<file path="src/hll_pkg.sv">
// ----------------------------------------------------------------------------
// hll_pkg
// Shared types, opcodes and constants of the HyperLogLog sketch core.
// ----------------------------------------------------------------------------
package hll_pkg;

  // Operation codes carried in the opcode field.
  localparam logic [2:0] OP_ADD      = 3'd0;
  localparam logic [2:0] OP_MERGE    = 3'd1;
  localparam logic [2:0] OP_LOAD     = 3'd2;
  localparam logic [2:0] OP_READ     = 3'd3;
  localparam logic [2:0] OP_ESTIMATE = 3'd4;

  localparam int unsigned RANK_W     = 5;
  localparam int unsigned HASH_W     = 32;
  localparam int unsigned CARD_W     = 32;
  localparam int unsigned EST_W      = 64;   // Q16 raw estimate
  localparam int unsigned LOG_IN_W   = 48;   // argument of the logarithm unit
  localparam int unsigned LOG_W      = 38;   // six integer bits, 32 fraction bits
  localparam int unsigned DIV_EXTRA  = 27;   // extra quotient bits of the estimate
  localparam logic [29:0] LN2_Q30    = 30'd744261118;

  typedef struct packed {
    logic [2:0]        opcode;
    logic [HASH_W-1:0] hash_value;
    logic [9:0]        reg_index;
    logic [RANK_W-1:0] reg_value;
  } in_item_t;

  typedef struct packed {
    logic [RANK_W-1:0] read_value;
    logic [CARD_W-1:0] cardinality;
    logic              saturated;
    logic              changed;
  } out_item_t;

  // Number of leading zeros of a 32-bit word; 32 for a zero word.
  function automatic logic [5:0] clz32(input logic [31:0] v);
    logic [5:0] n;
    n = 6'd32;
    for (int i = 0; i < 32; i++) begin
      if (v[i]) begin
        n = 6'(31 - i);
      end
    end
    return n;
  endfunction

endpackage

</file>
<file path="src/hll_log2.sv">
// ----------------------------------------------------------------------------
// hll_log2
// Base-2 logarithm with 32 fraction bits: a bit-per-cycle normalising shift
// followed by 32 squaring steps of the Q31 mantissa.
// ----------------------------------------------------------------------------
module hll_log2 (
  input  logic                          clk,
  input  logic                          rst_n,
  input  logic                          start,
  input  logic [hll_pkg::LOG_IN_W-1:0]  value,
  output logic                          done,
  output logic [hll_pkg::LOG_W-1:0]     result
);

  typedef enum logic [1:0] {S_IDLE, S_NORM, S_SQUARE} lstate_t;

  lstate_t                        state_r;
  logic [hll_pkg::LOG_IN_W-1:0]   v_r;
  logic [5:0]                     n_r;
  logic [31:0]                    y_r;
  logic [31:0]                    frac_r;
  logic [5:0]                     cnt_r;
  logic                           done_r;
  logic [63:0]                    prod;
  logic [32:0]                    sq;

  // One squaring per cycle; the mantissa is registered between steps.
  assign prod = y_r * y_r;
  assign sq   = prod[63:31];

  always_ff @(posedge clk) begin
    if (!rst_n) begin
      state_r <= S_IDLE;
      done_r  <= 1'b0;
    end else begin
      // Completion is flagged alongside the last squaring step.
      done_r <= (state_r == S_SQUARE) && (cnt_r == 6'd1);
      case (state_r)
        S_IDLE: begin
          if (start) begin
            v_r     <= value;
            n_r     <= 6'(hll_pkg::LOG_IN_W - 1);
            frac_r  <= '0;
            state_r <= S_NORM;
          end
        end
        S_NORM: begin
          // Shift left until the top bit is set; n_r tracks the exponent.
          if (v_r[hll_pkg::LOG_IN_W-1] || n_r == 6'd0) begin
            y_r     <= v_r[hll_pkg::LOG_IN_W-1 -: 32];
            cnt_r   <= 6'd32;
            state_r <= S_SQUARE;
          end else begin
            v_r <= v_r << 1;
            n_r <= n_r - 6'd1;
          end
        end
        S_SQUARE: begin
          frac_r <= {frac_r[30:0], sq[32]};
          y_r    <= sq[32] ? sq[32:1] : sq[31:0];
          cnt_r  <= cnt_r - 6'd1;
          if (cnt_r == 6'd1) begin
            state_r <= S_IDLE;
          end
        end
        default: begin
          state_r <= S_IDLE;
        end
      endcase
    end
  end

  assign done   = done_r;
  assign result = {n_r, frac_r};

endmodule

</file>
<file path="config.mk">
export PLATFORM = sky130hd
export DESIGN_NAME = hll_log2
export DESIGN_NICKNAME = d
export VERILOG_FILES = /design/src/hll_pkg.sv /design/src/hll_log2.sv
export SDC_FILE = /design/constraint.sdc
export NUM_CORES = 2
export LEC_CHECK = 0
export BUFFER_PORTS_ARGS = -buffer_cell sky130_fd_sc_hd__buf_2
export CORE_ASPECT_RATIO = 0.6
export CORE_UTILIZATION = 66
export CTS_CLUSTER_SIZE = 24
export DETAILED_ROUTE_END_ITERATION = 8
export PLACE_DENSITY = 0.84
export SETUP_SLACK_MARGIN = 0.4
export SYNTH_ARGS = -nofsm -noshare
export SYNTH_HDL_FRONTEND = slang
export SYNTH_SLANG_ARGS = --single-unit
</file>
<file path="constraint.sdc">
create_clock -name clk -period 15.4 [get_ports clk]
set_clock_uncertainty 0.15 [all_clocks]
set_input_delay 1.54 -clock clk [delete_from_list [all_inputs] [get_ports clk]]
set_output_delay 1.54 -clock clk [all_outputs]
set_load 0.005 [all_outputs]
</file>
Word-level counts from Yosys, hierarchy flattened
Cells that the tools add are included.

storage, ports and cells
  flip-flop bits (word level) = 127
  output and inout bits = 39
  word-level logic and storage cells = 45

operators by class
  $add $sub $neg = 2
  multipliers = 1
  equality and inequality tests = 7
  mux-type cells = 17
  reductions and logical operators = 11

operators by type and width
  operator                                                             count
  32-bit case mux with 2 select lines                                  2
  32-bit 2-to-1 mux                                                    3
  48-bit 2-to-1 mux                                                    2
  48-bit case mux with 2 select lines                                  1
  32-bit by 32-bit multiplier with 64-bit output                       1
  6-bit case mux with 2 select lines                                   2
  6-bit 2-to-1 mux                                                     3
  6-bit by 1-bit subtractor with 6-bit output (second input constant)  2
  3-bit AND reduction                                                  3
  6-bit by 1-bit == test with 1-bit output (second input constant)     1
  6-bit zero test                                                      1
  2-bit 2-to-1 mux                                                     3
  2-bit != test (second input constant)                                3
  2-bit case mux with 3 select lines                                   1
  2-bit nonzero test                                                   3
  4-bit AND reduction                                                  1
  2-bit by 1-bit == test with 1-bit output (second input constant)     1
  2-bit == test (second input constant)                                1
  2-bit zero test                                                      1
  2-bit by 1-bit != test with 1-bit output (second input constant)     1
  1-bit logical AND                                                    1
  1-bit logical OR                                                     1

Depth between registers and ports, before layout
  word-level depth = 4
  gate-level depth with buffers = 31
  depth with buffers taken out = 27

Worst setup path before layout
OpenSTA, ideal clock, no wires.

  path kind = register to register
  from = reg y_r[13]
  to = reg y_r[29] (data pin)
  setup time = 0.269 ns
  arrival time = 7.531 ns
  required time = 14.981 ns
  setup slack = 7.450 ns
  stages on the path, launching flop included = 28
  path buffers = 4
  path through = edfxtp_1 -> clkbuf_1 -> clkbuf_1 -> nand2_1 -> fa_1 -> inv_1 -> fa_1 -> inv_1 -> fa_1 -> fa_1 -> inv_1 -> fa_1 -> fa_1 -> fa_1 -> fa_1 -> ha_1 -> nand2_1 -> or4_4 -> nand2b_4 -> o31ai_2 -> a41o_1 -> o2111ai_1 -> and3_4 -> or2_1 -> buf_6 -> buf_4 -> a31oi_1 -> o31ai_1

between the ends
  word-level cells in the longest chain between the ends = 3

ends and longest elaborated chain
  what                                            RTL line        text
  from (decl)                                     hll_log2.sv:20  logic [31:0] y_r;
  from (signal assigned)                          hll_log2.sv:50  y_r <= v_r[hll_pkg::LOG_IN_W-1 -: 32];
  from (signal assigned)                          hll_log2.sv:60  y_r <= sq[32] ? sq[32:1] : sq[31:0];
  32-bit by 32-bit multiplier with 64-bit output  hll_log2.sv:28  assign prod = y_r * y_r;
  32-bit 2-to-1 mux                               hll_log2.sv:60
  32-bit case mux with 2 select lines             hll_log2.sv:38  case (state_r)

Every way passes these cells.
A chain may end at the register's enable or synchronous reset.

Worst setup path in the final report
  from = reg y_r[11]
  to = reg y_r[14] (data pin)

The elaborated chain is that of the path after synthesis.

==> results.txt <==
The ratio of cells with drive above 1 in the final layout is 5.207%. For this run, the leading register cell type out of synthesis is edfxtp_1. The worst slew slack as a fraction of its limit is 21.93%. The path class of the tightest hold or removal check is flip-flop to flip-flop. The slew of the pin with the lowest slew margin is 1.169 ns. Among all cell types in the netlist, the one instantiated most often is inv_1. The setup slack on the worst flop-to-flop path is 5.78 ns. The area of the core is 0.05133 mm^2.

During I/O placement, the number of pins put on the boundary was 90. The final hold slack came out at 0.3636 ns. In this design, the stage delay of the slowest critical-path cell is 0.95 ns.

Summing the areas of all compound-gate instances in the mapped netlist gives 4.680% of the synthesized area. Entering global routing, the biggest net connects 53 pins. The iteration-0 DRC count of the detailed router came out at 2689.

The critical setup path kind is flip-flop to flip-flop. The flow ran to the end, and the final reports show no timing, DRC or antenna violations. Ranked by instance count, the synthesized netlist is headed by inv_1 (981), fa_1 (791), nand2_1 (477).

The first TritonRoute pass finished after 6 iterations. Among all stages on the critical path, the largest delay is contributed by edfxtp_1. Detailed placement finished with a half-perimeter wire length of 70920 um.

The filler cell count in the final layout is 3695. The routability-driven placement congestion ratio came out at 1.002. The final setup violation count came out at 0. In this run the horizontal extent of the chip is 297.7 um. The longest clock path from root to sink contains 2 buffers. The number of flip-flops and latches in the synthesized netlist is 127. The clock insertion delay at the later pin of the skew report came out at 0.42 ns. The number of hold buffers added after CTS was 0. For this run, asynchronously set or reset flops after synthesis account for 0%. Dividing the final minimum period by the clock period gives 62.48%. The number of max-capacitance violations reported came out at 0. Clock tree synthesis found a total of 127 sinks. Buffers inserted during clock tree synthesis total 17. The post-synthesis average cell area came out at 9.536 um^2. The post-route DRC violation count is 0. The number of failing hold endpoints at the final stage is 0. The multi-input logic area came out at 0.02663 mm^2. The total of buffers placed on input and output ports is 89.

Summing the areas of all and, or, nand and nor instances in the mapped netlist gives 12.79% of the synthesized area. The share of Yosys cell area claimed by the top area cell type is 45.73%. Among the stages of the critical path, the cell type that occurs most often is fa_1.

The H-tree was split into 4 levels. Clock-pin slew was measured on the worst setup and hold paths at 0.07 ns. The net count after synthesis came out at 4776. In the final design database the tool counted 4781 nets. Of the post-synthesis cell area, the part taken by muxes is 0.5529%. The summed instance area of the synthesized netlist came out at 0.03462 mm^2. The initial core utilization is 67.46%. The number of antenna violations at the first check in global routing came out at 2. The first global-routing pass estimated 143400 um of wire.

The total number of yosys warnings is 0. The netlist uses 70 different library cells. Global routing finished with a remaining overflow of 0. The sequential share of the synthesized area is 10.93%.

TritonCTS built the clock tree. The clock root buffer master is clkbuf_16. The xor/xnor share of the synthesized area came out at 2.125%.

The signed area change from the synthesized netlist to the final layout came out at 4.792%. The adder-cell share of the synthesized area came out at 56.68%. The number of global-route vias before repair is 26640. Along the worst path, the maximum fanout reaches 20.

Setup repair after global routing left no endpoint under its margin. The vias after detailed routing came out at 24660. The total global-route track usage is 34.99%.

The post-route minimum period came out at 9.622 ns. In the post-synthesis netlist, the biggest area contributors are fa_1 (46%), ha_1 (11%), edfxtp_1 (11%). The kind of start point of the critical path is a flip-flop. Summing all flip-flop and latch instances after layout gives 0.003784 mm^2. The number of slew-limit violations in the final report is 0. The endpoint arrival time on the critical path came out at 9.63 ns.

The total setup buffers inserted after CTS is 0. The maximum clock frequency is 103.9 MHz. The required arrival time at the worst endpoint is 15.41 ns.

The y dimension of the die is 179.4 um. After detailed routing, the total wire length is 88470 um. The largest family of logic cells by synthesized area is adder cells.

The count of nets left with antenna violations after detail routing came out at 0. In this run, synthesis inferred 124 flip-flops with an integrated enable. The cell type contributing the most total cell area after synthesis is fa_1.

The worst setup path is captured at a flip-flop. The cell row count came out at 64. In the routed layout, each cell is associated on average with a via count of 5.678. The total negative setup slack came out at 0 ns. The routed wire length per instance is 20.37 um. The post-synthesis cell count came out at 3631. The overall die area came out at 0.05341 mm^2.

The number of gates resized after CTS came out at 0.
critical path: cells and delay by family, from the launching register on:
kind            cells  cell delay, ns
fa+ha+maj           9            4.48
compound gates      7            2.11
flops               1            0.95
simple gates        4            0.93
buf+inv             6            0.74
metrics by stage:
stage                     util (%)  std cells  cell area, um^2  setup slack, ns
after floorplan                  -       3631            34620            7.450
after global placement       69.56       4310            35710            6.158
after detailed placement     69.56       4310            35710            6.130
after CTS                    70.68       4342            36280            5.995
after global routing         70.68       4342            36280            5.404
final                        70.69       4343            36280            5.778
cell usage in the layout, fill, tap and decap left out, types with 48 or more instances in the layout:
cell type	synthesis	layout
edfxtp_1	124	124
and2_1	267	267
fa_1	791	791
ha_1	303	303
nor2_1	86	85
o21ai_0	48	48
nand2_1	477	477
inv_1	981	981
a21oi_1	68	68
buf_2	1	89
final timing paths:
| check | from | end | depth (start not counted) |
|---|---|---|---|
| worst max-delay path | y_r[11] | y_r[14] | 26 |
| worst min-delay path | v_r[2] | v_r[3] | 2 |
| worst max register to register | y_r[11] | y_r[14] | 26 |
| worst min register to register | v_r[2] | v_r[3] | 2 |
registers in the layout (all words and copies together) (netlist names):
| name | count |
|---|---|
| cnt_r | 6 |
| v_r | 48 |
| frac_r | 32 |
| y_r | 32 |
| n_r | 6 |
| state_r | 2 |
| done | 1 |
metal layers:
layer / GRT usage, % / part of all wire [%]
met5: 0 / 0
met4: 6.082 / 1.9
met3: 14.67 / 16
met2: 49.60 / 42
met1: 51.07 / 41
logic make-up (layout without fill, tap and decap cells):
logic type	count (synthesis)	in the layout
fa+ha+maj	1094	1094
buf+inv	1124	1142
other cells	0	1
simple gates	934	934
mux	19	19
xor+xnor	84	84
compound gates	249	249
flops	127	127
final cells by class:
| cell class | instances | share of cell area, % |
|---|---|---|
| Tap cell | 693 | 2.390 |
| Antenna cell | 1 | 0.006897 |
| Inverter | 982 | 10.16 |
| Timing Repair Buffer | 128 | 2.035 |
| Clock inverter | 13 | 0.3621 |
| Multi-Input combinational cell | 2380 | 73.40 |
| Clock buffer | 19 | 1.221 |
| Sequential cell | 127 | 10.43 |
Power is not shown: default switching activity piles up to over one toggle a cycle in this logic, so the estimate is an artifact.
