===== config.mk =====
export PLATFORM = sky130hd
export DESIGN_NAME = hll_div
export DESIGN_NICKNAME = d
export VERILOG_FILES = /design/src/hll_div.sv
export SDC_FILE = /design/constraint.sdc
export NUM_CORES = 1
export LEC_CHECK = 0
export BUFFER_PORTS_ARGS = -buffer_cell sky130_fd_sc_hd__buf_2
export CORE_ASPECT_RATIO = 0.6
export CORE_MARGIN = 4
export CORE_UTILIZATION = 52
export CTS_CLUSTER_DIAMETER = 100
export CTS_CLUSTER_SIZE = 14
export DETAILED_ROUTE_END_ITERATION = 6
export PLACE_DENSITY = 0.77
export SLEW_MARGIN = 0
export SYNTH_ARGS = -nofsm -noshare
export SYNTH_HDL_FRONTEND = slang
export SYNTH_SLANG_ARGS = --single-unit

===== constraint.sdc =====
create_clock -name clk -period 6.75 [get_ports clk]
set_input_delay 1.35 -clock clk [delete_from_list [all_inputs] [get_ports clk]]
set_output_delay 1.35 -clock clk [all_outputs]
set_load 0.01 [all_outputs]

===== src/hll_div.sv =====
// ----------------------------------------------------------------------------
// hll_div
// Restoring long divider, one quotient bit per cycle.
// ----------------------------------------------------------------------------
module hll_div #(
  parameter int unsigned N_W = 67,
  parameter int unsigned D_W = 42,
  parameter int unsigned Q_W = 64
) (
  input  logic           clk,
  input  logic           rst_n,
  input  logic           start,
  input  logic [N_W-1:0] dividend,
  input  logic [D_W-1:0] divisor,
  output logic           done,
  output logic [Q_W-1:0] quotient
);

  localparam int unsigned CNT_W = $clog2(N_W + 1);

  logic [N_W-1:0]   num_r;
  logic [D_W-1:0]   div_r;
  logic [D_W:0]     rem_r;
  logic [Q_W-1:0]   q_r;
  logic [CNT_W-1:0] cnt_r;
  logic             busy_r;
  logic             done_r;
  logic [D_W:0]     rem_sh;
  logic             q_bit;

  // Shift in the next dividend bit and try to subtract the divisor.
  assign rem_sh = {rem_r[D_W-1:0], num_r[N_W-1]};
  assign q_bit  = (rem_sh >= {1'b0, div_r});

  always_ff @(posedge clk) begin
    if (!rst_n) begin
      busy_r <= 1'b0;
      done_r <= 1'b0;
    end else begin
      // The last quotient bit is taken in the cycle that flags completion.
      done_r <= !start && busy_r && (cnt_r == CNT_W'(1));
      if (start) begin
        busy_r <= 1'b1;
        num_r  <= dividend;
        div_r  <= divisor;
        rem_r  <= '0;
        q_r    <= '0;
        cnt_r  <= CNT_W'(N_W);
      end else if (busy_r) begin
        num_r <= num_r << 1;
        rem_r <= q_bit ? (rem_sh - {1'b0, div_r}) : rem_sh;
        q_r   <= {q_r[Q_W-2:0], q_bit};
        cnt_r <= cnt_r - CNT_W'(1);
        if (cnt_r == CNT_W'(1)) begin
          busy_r <= 1'b0;
        end
      end
    end
  end

  assign done     = done_r;
  assign quotient = q_r;

endmodule


Word level (Yosys, flattened, before mapping)
Index checks and enable logic that the tools add are counted.
{"block": "word_totals", "in_bits": 112, "word_cells": 26, "out_inout_bits": 65, "reg_bits": 224}
{"block": "op_classes", "n_lt_le_gt_ge": 1, "n_mux": 9, "n_eq_ne": 1, "n_reduce_logical": 6, "add_sub_neg": 2}
{"op": "$mux 67", "n": 2}
{"op": "$mux 42", "n": 2}
{"op": "$mux 64", "n": 1}
{"op": "$ge 43x42->1", "n": 1}
{"op": "$sub 42x42->42", "n": 1}
{"op": "$eq 7x1->1 const B", "n": 1}
{"op": "$mux 7", "n": 1}
{"op": "$sub 7x1->7 const B", "n": 1}
{"op": "$reduce_and 2->1", "n": 2}
{"op": "$mux 1", "n": 3}
{"op": "$logic_and 1x1->1", "n": 2}
{"op": "$reduce_bool 2->1", "n": 1}
{"op": "$logic_not 1->1", "n": 1}

Logic depth before layout (Yosys ltp)
Gate-level depths: netlist of the first run.
{"block": "logic_depth", "depth_word": 4, "ltp_mapped": 13}

Worst setup path after synthesis of the first run
No wires, ideal clock.
{"block": "synth_timing", "kind": "input-to-reg", "start": "input start", "end": "register cnt_r[0], enable pin", "path_buffers": 2, "t_arrival_ps": 5973, "slack_ps": 221, "setup_ps": 556, "cell_stages": 3, "required_ps": 6194, "path_cell_list": "clkbuf_1 clkbuf_1 o21a_1"}
{"block": "synth_between", "elab_chain_len": 2}
{"element": "from (decl)", "line": "12", "source": "input logic start,"}
{"element": "$reduce_bool 2->1 (no source line)"}
{"element": "$reduce_and 2->1 (no source line)"}
{"element": "to (signal assigned)", "line": "48", "source": "cnt_r <= CNT_W'(N_W);"}
{"element": "to (signal assigned)", "line": "53", "source": "cnt_r <= cnt_r - CNT_W'(1);"}
{"element": "to (decl)", "line": "25", "source": "logic [CNT_W-1:0] cnt_r;"}
No other way between the ends.
A chain may end at the register's enable or synchronous reset.

Worst setup path in the final report of the first run
{"block": "layout_timing", "start": "register rem_r[25]", "end": "register rem_r[14], data pin"}
{"block": "layout_between", "elab_chain_len": 3}
{"element": "from (decl)", "line": "23", "source": "logic [D_W:0] rem_r;"}
{"element": "from (signal assigned)", "line": "51", "source": "rem_r <= q_bit ? (rem_sh - {1'b0, div_r}) : rem_sh;"}
{"element": "$ge 43x42->1", "line": "33", "source": "assign q_bit = (rem_sh >= {1'b0, div_r});"}
{"element": "$mux 42", "line": "51"}
{"element": "$mux 42", "line": "49", "source": "end else if (busy_r) begin"}
No other way between the ends. The select of a mux whose other input is x is not followed.

==> results of run 1 <==
-- flip-flops by register name, summed over array words and instances, names as in the netlist --
register,flops
quotient,64
div_r,42
done,1
rem_r,42
cnt_r,7
busy_r,1
num_r,67
-- critical path, cell delays in order, from the launching register on --
cell      delay (ns)
edfxtp_1        0.41
ha_1            0.51
nand4_1         0.20
nor4_2          0.40
nand4_1         0.15
o211ai_1        0.16
nor3_2          0.11
a211o_1         0.45
buf_4           0.32
or3_1           0.41
a21oi_1         0.14
-- power breakdown --
group          internal (mW)  switching, mW  total (mW)  leakage [nW]
logic                  0.345          0.513       0.858          2.83
clock network          0.511          0.456       0.967         0.241
registers               1.68         0.0501        1.73          2.16
total                   2.54           1.02        3.56          5.23
-- routing by layer --
layer  up-vias  GRT usage  wire [microns]
li1       3857          -               -
met1      3802      0.308           12500
met2       272      0.280           10500
met3        41     0.0477            2000
met4         6     0.0455             541
met5         -          0              28
-- kinds of logic (layout without fill, tap and decap cells) --
group	after synthesis	in the layout	synth area share
other	0	1	0
and+or+nand+nor	299	299	0.136
muxes	70	70	0.0677
buffers and inverters	98	261	0.0346
DFF	224	224	0.580
AOI/OAI and AO/OA	199	199	0.111
xor gates and xnor gates	28	28	0.0212
adders and majority gates	45	45	0.0493
-- final timing paths --
path               endpoint  slack [ns]
setup reg to reg  rem_r[14]        3.32
setup / recovery  rem_r[14]        3.32
hold / removal       busy_r        0.50
hold reg to reg      busy_r        0.50
-- stage by stage --
step	power [mW]	std cells	hold WS [ns]	utilization
5_1_grt	3.74	1406	0.513	0.614
3_5_place_dp	2.60	1380	0.487	0.591
3_3_place_gp	2.59	1380	0.485	0.591
4_1_cts	3.58	1405	0.497	0.614
2_1_floorplan	2.39	963	0.445	-
6_report	3.56	1406	0.501	0.614
-- layout make-up --
type	count	area, sq um	share of cell area
diodes	1	2.50	0.000190
clock buffers	25	498	0.0378
well taps	279	349	0.0265
flip-flops and latches	224	6710	0.509
inverters	56	210	0.0160
repair buffers	180	930	0.0706
multi-input cells	641	4470	0.340
-- placed cells by master (no fill, tap or decap), types with 18 or more instances in the layout --
| cell type | n |
|---|---|
| clkbuf_16 | 19 |
| mux2_2 | 66 |
| xnor2_1 | 22 |
| ha_1 | 44 |
| o21ai_0 | 32 |
| nor2_1 | 37 |
| nand2_1 | 81 |
| edfxtp_1 | 222 |
| inv_1 | 55 |
| nand3_1 | 18 |
| nor2b_1 | 69 |
| buf_2 | 175 |
| a21oi_1 | 77 |
| nor3_1 | 19 |
-- cell usage after synthesis (all sizes together), types with 2 or more instances --
cell type	count	share of area
edfxtp	222	0.58
nand2	82	0.027
a21oi	78	0.034
nor2b	69	0.037
mux2	66	0.064
inv	56	0.018
ha	44	0.048
nor2	38	0.013
o21ai	36	0.016
clkbuf	22	0.0072
xnor2	22	0.017
buf	20	0.0092
nor3	20	0.0091
nand3	18	0.0078
a21o	17	0.011
nand3b	13	0.0084
nand4	12	0.0065
and2	10	0.0054
a211oi	9	0.0078
o21a	9	0.0058
o21bai	9	0.0058
and3	8	0.0043
or3	8	0.0043
nand2b	6	0.0032
xor2	6	0.0045
a21boi	5	0.0032
nor4	5	0.0043
or2	5	0.0027
mux2i	4	0.0035
o211ai	4	0.0026
a31o	3	0.0023
a31oi	3	0.0016
o211a	3	0.0026
o31ai	3	0.0024
a2111oi	2	0.0021
a211o	2	0.0015
a221oi	2	0.0015
dfxtp	2	0.0035
nor3b	2	0.0013
o22ai	2	0.0011
==> impl_results.md, run 1 <==
* Outcome: complete, no violations
* Clock tree skew after final layout at 0.0163 ns
* Global route total overflow at 0
* Period minus WS final at 3.43 ns
* Buffers on Ports at 176
* Share of cells above drive strength 1 at 0.255
* Start point of the critical path: rem_r[25]
* Final setup viols at 0
* Critical Path Fanout Max at 33
* Via/cell ratio at 5.67
* Number of nets with antenna violations after routing at 0
* Crit Path Category: reg2reg
* Routed Wire Length at 25.6 mm
* Net Count, Synth at 1120
* Layout Cell Area excl Fill at 13200 sq um
* Wire length per cell at 18.2 microns
* Lkg Pwr at 5.23 nW
* Via count of the first global-routing pass at 7462
* Net count reported at finish at 1279
* Gates resized, CTS repair at 0
* Core area at 21400 sq um
* Floorplan row count at 41
* Placer's final routability congestion estimate at 0.933
* Max_cap viols at 0
* Depth of the worst register-to-register path at 10
* Post-Syn Instances at 963
* Worst min-delay path class: reg2reg
* Yosys warning total at 0
* Setup TNS at 0 ns
* DRC violations left at 0
* Pin count of the biggest net entering global routing at 163
* CTS H-Tree Depth at 1
* Leading register cell type out of synthesis: edfxtp_1
* Post-route worst setup slack at 3.32 ns
* Synth cell types at 73
* Number of buffers on the longest clock path at 3
* Iteration-0 DRC Markers at 731
* Initial antenna violation count at 4
* Synth-to-layout area growth at 13.8%
* Number of enable-type register cells in the synthesized netlist at 222
* # fillers at 1742
* Post-synthesis sequential element count at 224
* Setup Slack @ Placement at 3.14 ns
* Clock sink total at 224
* Instance area after placement at 12700 sq um
* Proportion of synthesized flip-flops having asynchronous set or reset at 0
* Hold path depth at 2
* First-pass GRT wire length at 39.6 mm
* Fin crit share at 0.508
* Pins Over Slew Limit at 0
* Slew at the pin closest to its max-slew limit at 1.06 ns
* Power per unit of standard cell area at 270 nW/um^2
* CTS clock-pin slew for the worst setup and hold paths at 0.07 ns
* Data required time of the worst path at 7.07 ns
* Floorplan die area at 24800 sq um
* Total global-route track usage at 0.198
* Achievable frequency at 292 MHz
* Setup crit end kind: register
* Die Y-Extent at 124 microns
* First-pass detailed-route iteration total at 5
* Number of buffers created by CTS at 19
* Critical path data arrival time at 3.75 ns
* Critical path startpoint category: register
* Post-synthesis area per instance at 12.0 sq um
* Final Hold Viols at 0
* Number of top-level pins at 177
* Peak ir drop on the vdd network at 0.156 mV
* Vias after detailed routing at 7978
* Clock root buffer master: clkbuf_16
* Initial Utilization at 0.540
* Post CTS Setup Buffer Count at 0
* Number of buffers inserted by hold repair at cts at 0
* RR Startpoint: rem_r[25]
* Min-delay src: busy_r
* Width of the chip at 201 microns
* Fraction of the yosys area taken by sequential cells at 0.580
* Source-to-sink clock delay at the later pin of the worst-skew pair at 0.49 ns
* Unrepaired setup endpoints after global routing: false
* Relative slew slack at 0.296
* Netlist Area Pre-Place at 11600 sq um
* Clock tree from TritonCTS: built
* Post-detailed-placement half-perimeter wirelength at 18.0 mm
Power figures use the tool's default switching activity.
==> run 2, diff against run 1 <==
==> constraint.sdc (replaced) <==
create_clock -name clk -period 3 [get_ports clk]
set_input_delay 0.6 -clock clk [delete_from_list [all_inputs] [get_ports clk]]
set_output_delay 0.6 -clock clk [all_outputs]
set_load 0.01 [all_outputs]
==> impl_results.md, run 2 (synthesis results as in run 1) <==
* Outcome: finished with violations
* Violations in the final reports: design-rule violations
* Power per unit of standard cell area at 610 nW/um^2
* Initial antenna violation count at 2
* Combined buffer and inverter count along the critical path at 2
* CTS H-Tree Depth at 1
* Pins Over Slew Limit at 0
* Final Hold Viols at 0
* Clock tree from TritonCTS: built
* Share of cells above drive strength 1 at 0.323
* Post-layout instance count excluding filler cells at 1473
* Clock sink total at 224
* N_diodes at 0
* Max_cap viols at 0
* Final setup viols at 0
* Lkg Pwr at 5.63 nW
* First-pass GRT wire length at 42.8 mm
* Data required time of the worst path at 3.35 ns
* Initial Utilization at 0.540
* CTS clock-pin slew for the worst setup and hold paths at 0.08 ns
* Net count reported at finish at 1345
* Synth-to-layout area growth at 21.5%
* Switching share of power at 0.296
* Instance count after placement with tap cells included at 1437
* Period minus WS final at 2.94 ns
* Reg power frac at 0.455
* Routed Wire Length at 28.4 mm
* Library cell contributing the largest single delay on the critical path: edfxtp_1
* Critical path, cell by cell: ha_4, buf_6, nand2_1, nor4_4, nand3_2, a211oi_4, nor2_4, a211o_1, buf_6, or3_4, a21oi_2
* Die Y-Extent at 124 microns
* Unrepaired setup endpoints after global routing: true
* Number of buffers created by CTS at 19
* Clock root buffer master: clkbuf_16
* Vias after detailed routing at 8449
* Number of buffers on the longest clock path at 3
* Peak ir drop on the vdd network at 0.343 mV
* Number of flip-flops in the largest register at 67
* Reg-to-reg setup timing slack at 0.06 ns
* Core Util, Final at 0.655
* Floorplan row count at 41
* Register ranked first by flip-flop count: num_r
* Largest stage delay on the critical path at 0.45 ns
* Post-detailed-placement half-perimeter wirelength at 20.5 mm
* Via count of the first global-routing pass at 7867
* Number of top-level pins at 177
* Fraction of power consumed by combinational cells at 0.285
* Placer's final routability congestion estimate at 0.966
* Total global-route track usage at 0.217
* First-pass detailed-route iteration total at 7
* Wire length per cell at 19.3 microns
* Source-to-sink clock delay at the later pin of the worst-skew pair at 0.50 ns
* Clock share of power at 0.260
* Commonest cells after routing, fill and taps aside: 222 x edfxtp_1, 175 x buf_2, 81 x nand2_1, 69 x nor2b_1, 69 x a21oi_1
* Critical Path Fanout Max at 9
* Start point of the critical path: rem_r[25]
* Min-delay src: divisor[40]
* Crit Path Category: reg2reg
* Worst min-delay path class: in2reg
* RR Startpoint: rem_r[25]
* Via/cell ratio at 5.74
* Floorplan die area at 24800 sq um
* Number of buffers inserted by hold repair at cts at 0
* Most common library cell in the layout ignoring fill and taps: edfxtp_1
* DRC violations left at 2
* Slew at the pin closest to its max-slew limit at 0.614 ns
* Number of nets with antenna violations after routing at 0
* Critical path data arrival time at 3.29 ns
* Critical path startpoint category: register
* Buffers on Ports at 176
* Width of the chip at 201 microns
* Fin crit share at 0.981
* Achievable frequency at 340 MHz
* Net switching power figure at 2.53 mW
* Core area at 21400 sq um
* Iteration-0 DRC Markers at 769
* Internal power consumption at 6.04 mW
* Cell family with most CP delay: simple AND/OR/NAND/NOR gates
* Clock tree skew after final layout at 0.0242 ns
* Setup crit end kind: register
* Pin count of the biggest net entering global routing at 49
* Most numerous cell on the critical path: buf_6
* Global route total overflow at 0
* Relative slew slack at 0.586
==> run 2: area by class of cell <==
class	count	area, sq um
clock buffer	26	502
tap	279	349
fill	1664	7390
inverter	56	210
sequential	224	6710
clock inverter	1	8.76
multi-input combinational	641	4730
timing repair buffer	246	1550
==> run 2: repair_timing <==
item	4_1_cts	5_1_grt
resized for setup	6	48
endpoints found under the setup margin	11	41
gates cloned	0	2
buffers inserted	0	7
pin swaps	1	16
==> run 2: path summary, 6_finish.rpt <==
path	to	cells after the start
worst min-delay path	div_r[40]	1
worst min register to register	busy_r	2
worst max register to register	rem_r[32]	11
worst max-delay path	rem_r[32]	11
==> run 2: stage by stage <==
step | total power [mW] | TNS (ns) | cell area [sq um] | worst slack, ns | hold WS (ns)
CTS | 8.35 | -0.00114 | 13700 | -0.00114 | 0.249
global route | 8.97 | -0.178 | 14100 | -0.0483 | 0.253
floorplan | 5.36 | 0 | 11600 | 0.0219 | 0.456
global placement | 6.08 | 0 | 13200 | 0.0462 | 0.474
finish | 8.58 | 0 | 14100 | 0.0558 | 0.268
detailed placement | 6.11 | -0.104 | 13200 | -0.0471 | 0.490
==> run 2: routing by layer <==
layer	global-route usage	wire length [microns]	part of all wire
met5	0	22	0.00078
met4	0.0309	351	0.012
met2	0.306	11600	0.41
met1	0.348	13800	0.49
met3	0.0485	2580	0.091
==> run 2: power by group through the flow <==
stage | clock [mW] | combinational [mW] | sequential (mW)
2_1_floorplan | 0 | 1.41 | 3.95
3_3_place_gp | 0 | 2.13 | 3.94
3_5_place_dp | 0 | 2.16 | 3.95
4_1_cts | 2.27 | 2.19 | 3.89
5_1_grt | 2.40 | 2.64 | 3.92
6_report | 2.23 | 2.45 | 3.90
==> run 2: worst register-to-register path, delay by kind of cell (launching register included) <==
family / cells / cell delay [ns]
AO/OA/AOI/OAI: 3 / 0.76
AND/OR/NAND/NOR: 5 / 1.00
buffers and inverters: 2 / 0.29
flip-flops: 1 / 0.45
adder cells (fa/ha/maj): 1 / 0.31
==> run 3, diff against run 2 <==
--- a/config.mk
+++ b/config.mk
@@ -5,7 +5,7 @@
 export SDC_FILE = /design/constraint.sdc
 export NUM_CORES = 1
 export LEC_CHECK = 0
-export BUFFER_PORTS_ARGS = -buffer_cell sky130_fd_sc_hd__buf_2
+export BUFFER_PORTS_ARGS = -buffer_cell sky130_fd_sc_hd__clkbuf_2
 export CORE_ASPECT_RATIO = 0.6
 export CORE_MARGIN = 4
 export CORE_UTILIZATION = 52
==> impl_results.md, run 3 (synthesis results as in run 1) <==
* Clock root buffer master: clkbuf_16
* RR Startpoint: rem_r[30]
* Max_cap viols at 0
* Timing endpoint of the critical path: rem_r[35]
* Buffers on Ports at 176
* Met1 GRT Util at 0.348
* # fillers at 1670
* Number of top-level pins at 177
* Global route total overflow at 0
* Most numerous cell on the critical path: nand4_1
* Data required time of the worst path at 3.25 ns
* Initial antenna violation count at 0
* Floorplan die area at 24800 sq um
* Number of nets with antenna violations after routing at 0
* Post-route worst setup slack at 0.0873 ns
* Net count reported at finish at 1334
* Total chip power at 8.39 mW
* Iteration-0 DRC Markers at 715
* Pin count of the biggest net entering global routing at 113
* Via/cell ratio at 5.61
* Unrepaired setup endpoints after global routing: true
* Most common library cell in the layout ignoring fill and taps: edfxtp_1
* Depth of the worst register-to-register path at 9
* Wire length per cell at 18.5 microns
* Register ranked first by flip-flop count: num_r
* DRC violations left at 0
* Via count of the first global-routing pass at 7789
* Switching share of power at 0.291
* Achievable frequency at 343 MHz
* GRT busiest layer: met1
* Sequential cell area at 6710 sq um
* Commonest cells after routing, fill and taps aside: 222 x edfxtp_1, 175 x clkbuf_2, 81 x nand2_1, 74 x a21oi_1, 69 x nor2b_1
* Synth-to-layout area growth at 19.8%
* Final setup viols at 0
* Final Hold Viols at 0
* Post-detailed-placement half-perimeter wirelength at 19.7 mm
* Relative slew slack at 0.558
* Met3 Track Usage GR at 0.0459
* Pins Over Slew Limit at 0
* Critical path startpoint category: register
* Worst min-delay path class: in2reg
* Number of buffers inserted by hold repair at cts at 0
* Number of flip-flops in the largest register at 67
* Number of buffers on the longest clock path at 3
* Start point of the critical path: rem_r[30]
* Share of cells above drive strength 1 at 0.312
* Met2 Resource Use GR at 0.288
* Setup Slack @ Placement at -0.0644 ns
* Initial Utilization at 0.540
* CTS H-Tree Depth at 1
* Period minus WS final at 2.91 ns
* Source-to-sink clock delay at the later pin of the worst-skew pair at 0.51 ns
* Post-layout instance count excluding filler cells at 1462
* Crit Path Category: reg2reg
* Clock tree from TritonCTS: built
* Net switching power figure at 2.44 mW
* Lkg Pwr at 5.56 nW
* Die Y-Extent at 124 microns
* Clock share of power at 0.263
* CTS clock-pin slew for the worst setup and hold paths at 0.07 ns
* Floorplan row count at 41
* Fin crit share at 0.971
* Fraction of power consumed by combinational cells at 0.272
* Vias after detailed routing at 8195
* Peak ir drop on the vdd network at 0.516 mV
* Placer's final routability congestion estimate at 0.943
* Total global-route track usage at 0.212
* Routed Wire Length at 27.0 mm
* First-pass GRT wire length at 41.9 mm
* Number of buffers created by CTS at 19
* Clock tree skew after final layout at 0.0244 ns
* Width of the chip at 201 microns
* Slew at the pin closest to its max-slew limit at 0.655 ns
* Power per unit of standard cell area at 605 nW/um^2
* Endpoint of the worst-slack reg-to-reg timing path: rem_r[35]
* Internal power consumption at 5.94 mW
* N_diodes at 0
* Outcome: complete, no violations
* Library cell contributing the largest single delay on the critical path: a211o_2
* Setup crit end kind: register
* Core area at 21400 sq um
* Total area of multi-input combinational cells at 4690 sq um
* Largest stage delay on the critical path at 0.45 ns
* Critical Path Fanout Max at 11
* First-pass detailed-route iteration total at 5
* Critical path data arrival time at 3.16 ns
* Reg-to-reg setup timing slack at 0.09 ns
* Critical path, cell by cell: ha_4, nand4_1, nor4_4, nand4_1, o211ai_1, nor3_2, a211o_2, buf_4, a32o_1
* Clock sink total at 224
* Reg power frac at 0.465
* Instance count after placement with tap cells included at 1431
run 3: cell types whose count changed in the layout (fill, tap and decap cells not counted), sizes merged:
cell,delta
buf,-184
clkbuf,+173
run 3: what timing repair did:
item,CTS,global route
gates resized for setup,2,34
pin swaps,0,11
setup buffers,0,4
setup endpoints to repair,2,42
run 3: metal layers:
layer / vias to the layer above / share of wire
met5: - / 0
met4: 0 / 0.015
met3: 30 / 0.080
li1: 3953 / -
met2: 294 / 0.41
met1: 3918 / 0.50
run 3: how the worst min path moves through the flow:
| stage | cells after the start | from | to |
|---|---|---|---|
| 3_3_place_gp | 2 | busy_r | busy_r |
| 2_1_floorplan | 2 | busy_r | done |
| 3_5_place_dp | 2 | busy_r | busy_r |
| 5_1_grt | 1 | divisor[15] | div_r[15] |
| 4_1_cts | 1 | divisor[15] | div_r[15] |
| 6_report | 1 | divisor[16] | div_r[16] |
run 3: layout make-up:
class                           instances  share of cell area
Timing Repair Buffer                  235               0.100
Tap cell                              279              0.0252
Clock buffer                           26              0.0362
Multi-Input combinational cell        641               0.338
Sequential cell                       224               0.484
Clock inverter                          1            0.000632
Inverter                               56              0.0152
run 3: worst max-delay path, delay by kind of cell (launching register included):
family	cells	cell delay, ns
buf+inv	1	0.22
simple gates	4	0.85
fa+ha+maj	1	0.33
compound gates	3	0.83
flops	1	0.44
run 3: power groups by stage:
stage	logic, mW	clock network, mW	registers (mW)
6_report	2.28	2.21	3.90
5_1_grt	2.50	2.39	3.92
4_1_cts	2.16	2.27	3.89
3_5_place_dp	2.14	0	3.95
3_3_place_gp	2.10	0	3.95
2_1_floorplan	1.41	0	3.95
run 3: through the flow:
stage	TNS, ns	cell area (sq um)	utilization	hold WS [ns]
6_report	0	13900	0.646	0.260
5_1_grt	-0.122	13900	0.646	0.248
4_1_cts	0	13600	0.635	0.240
3_5_place_dp	-0.0644	13100	0.611	0.484
3_3_place_gp	-0.0456	13100	0.611	0.484
2_1_floorplan	0	11600	-	0.456
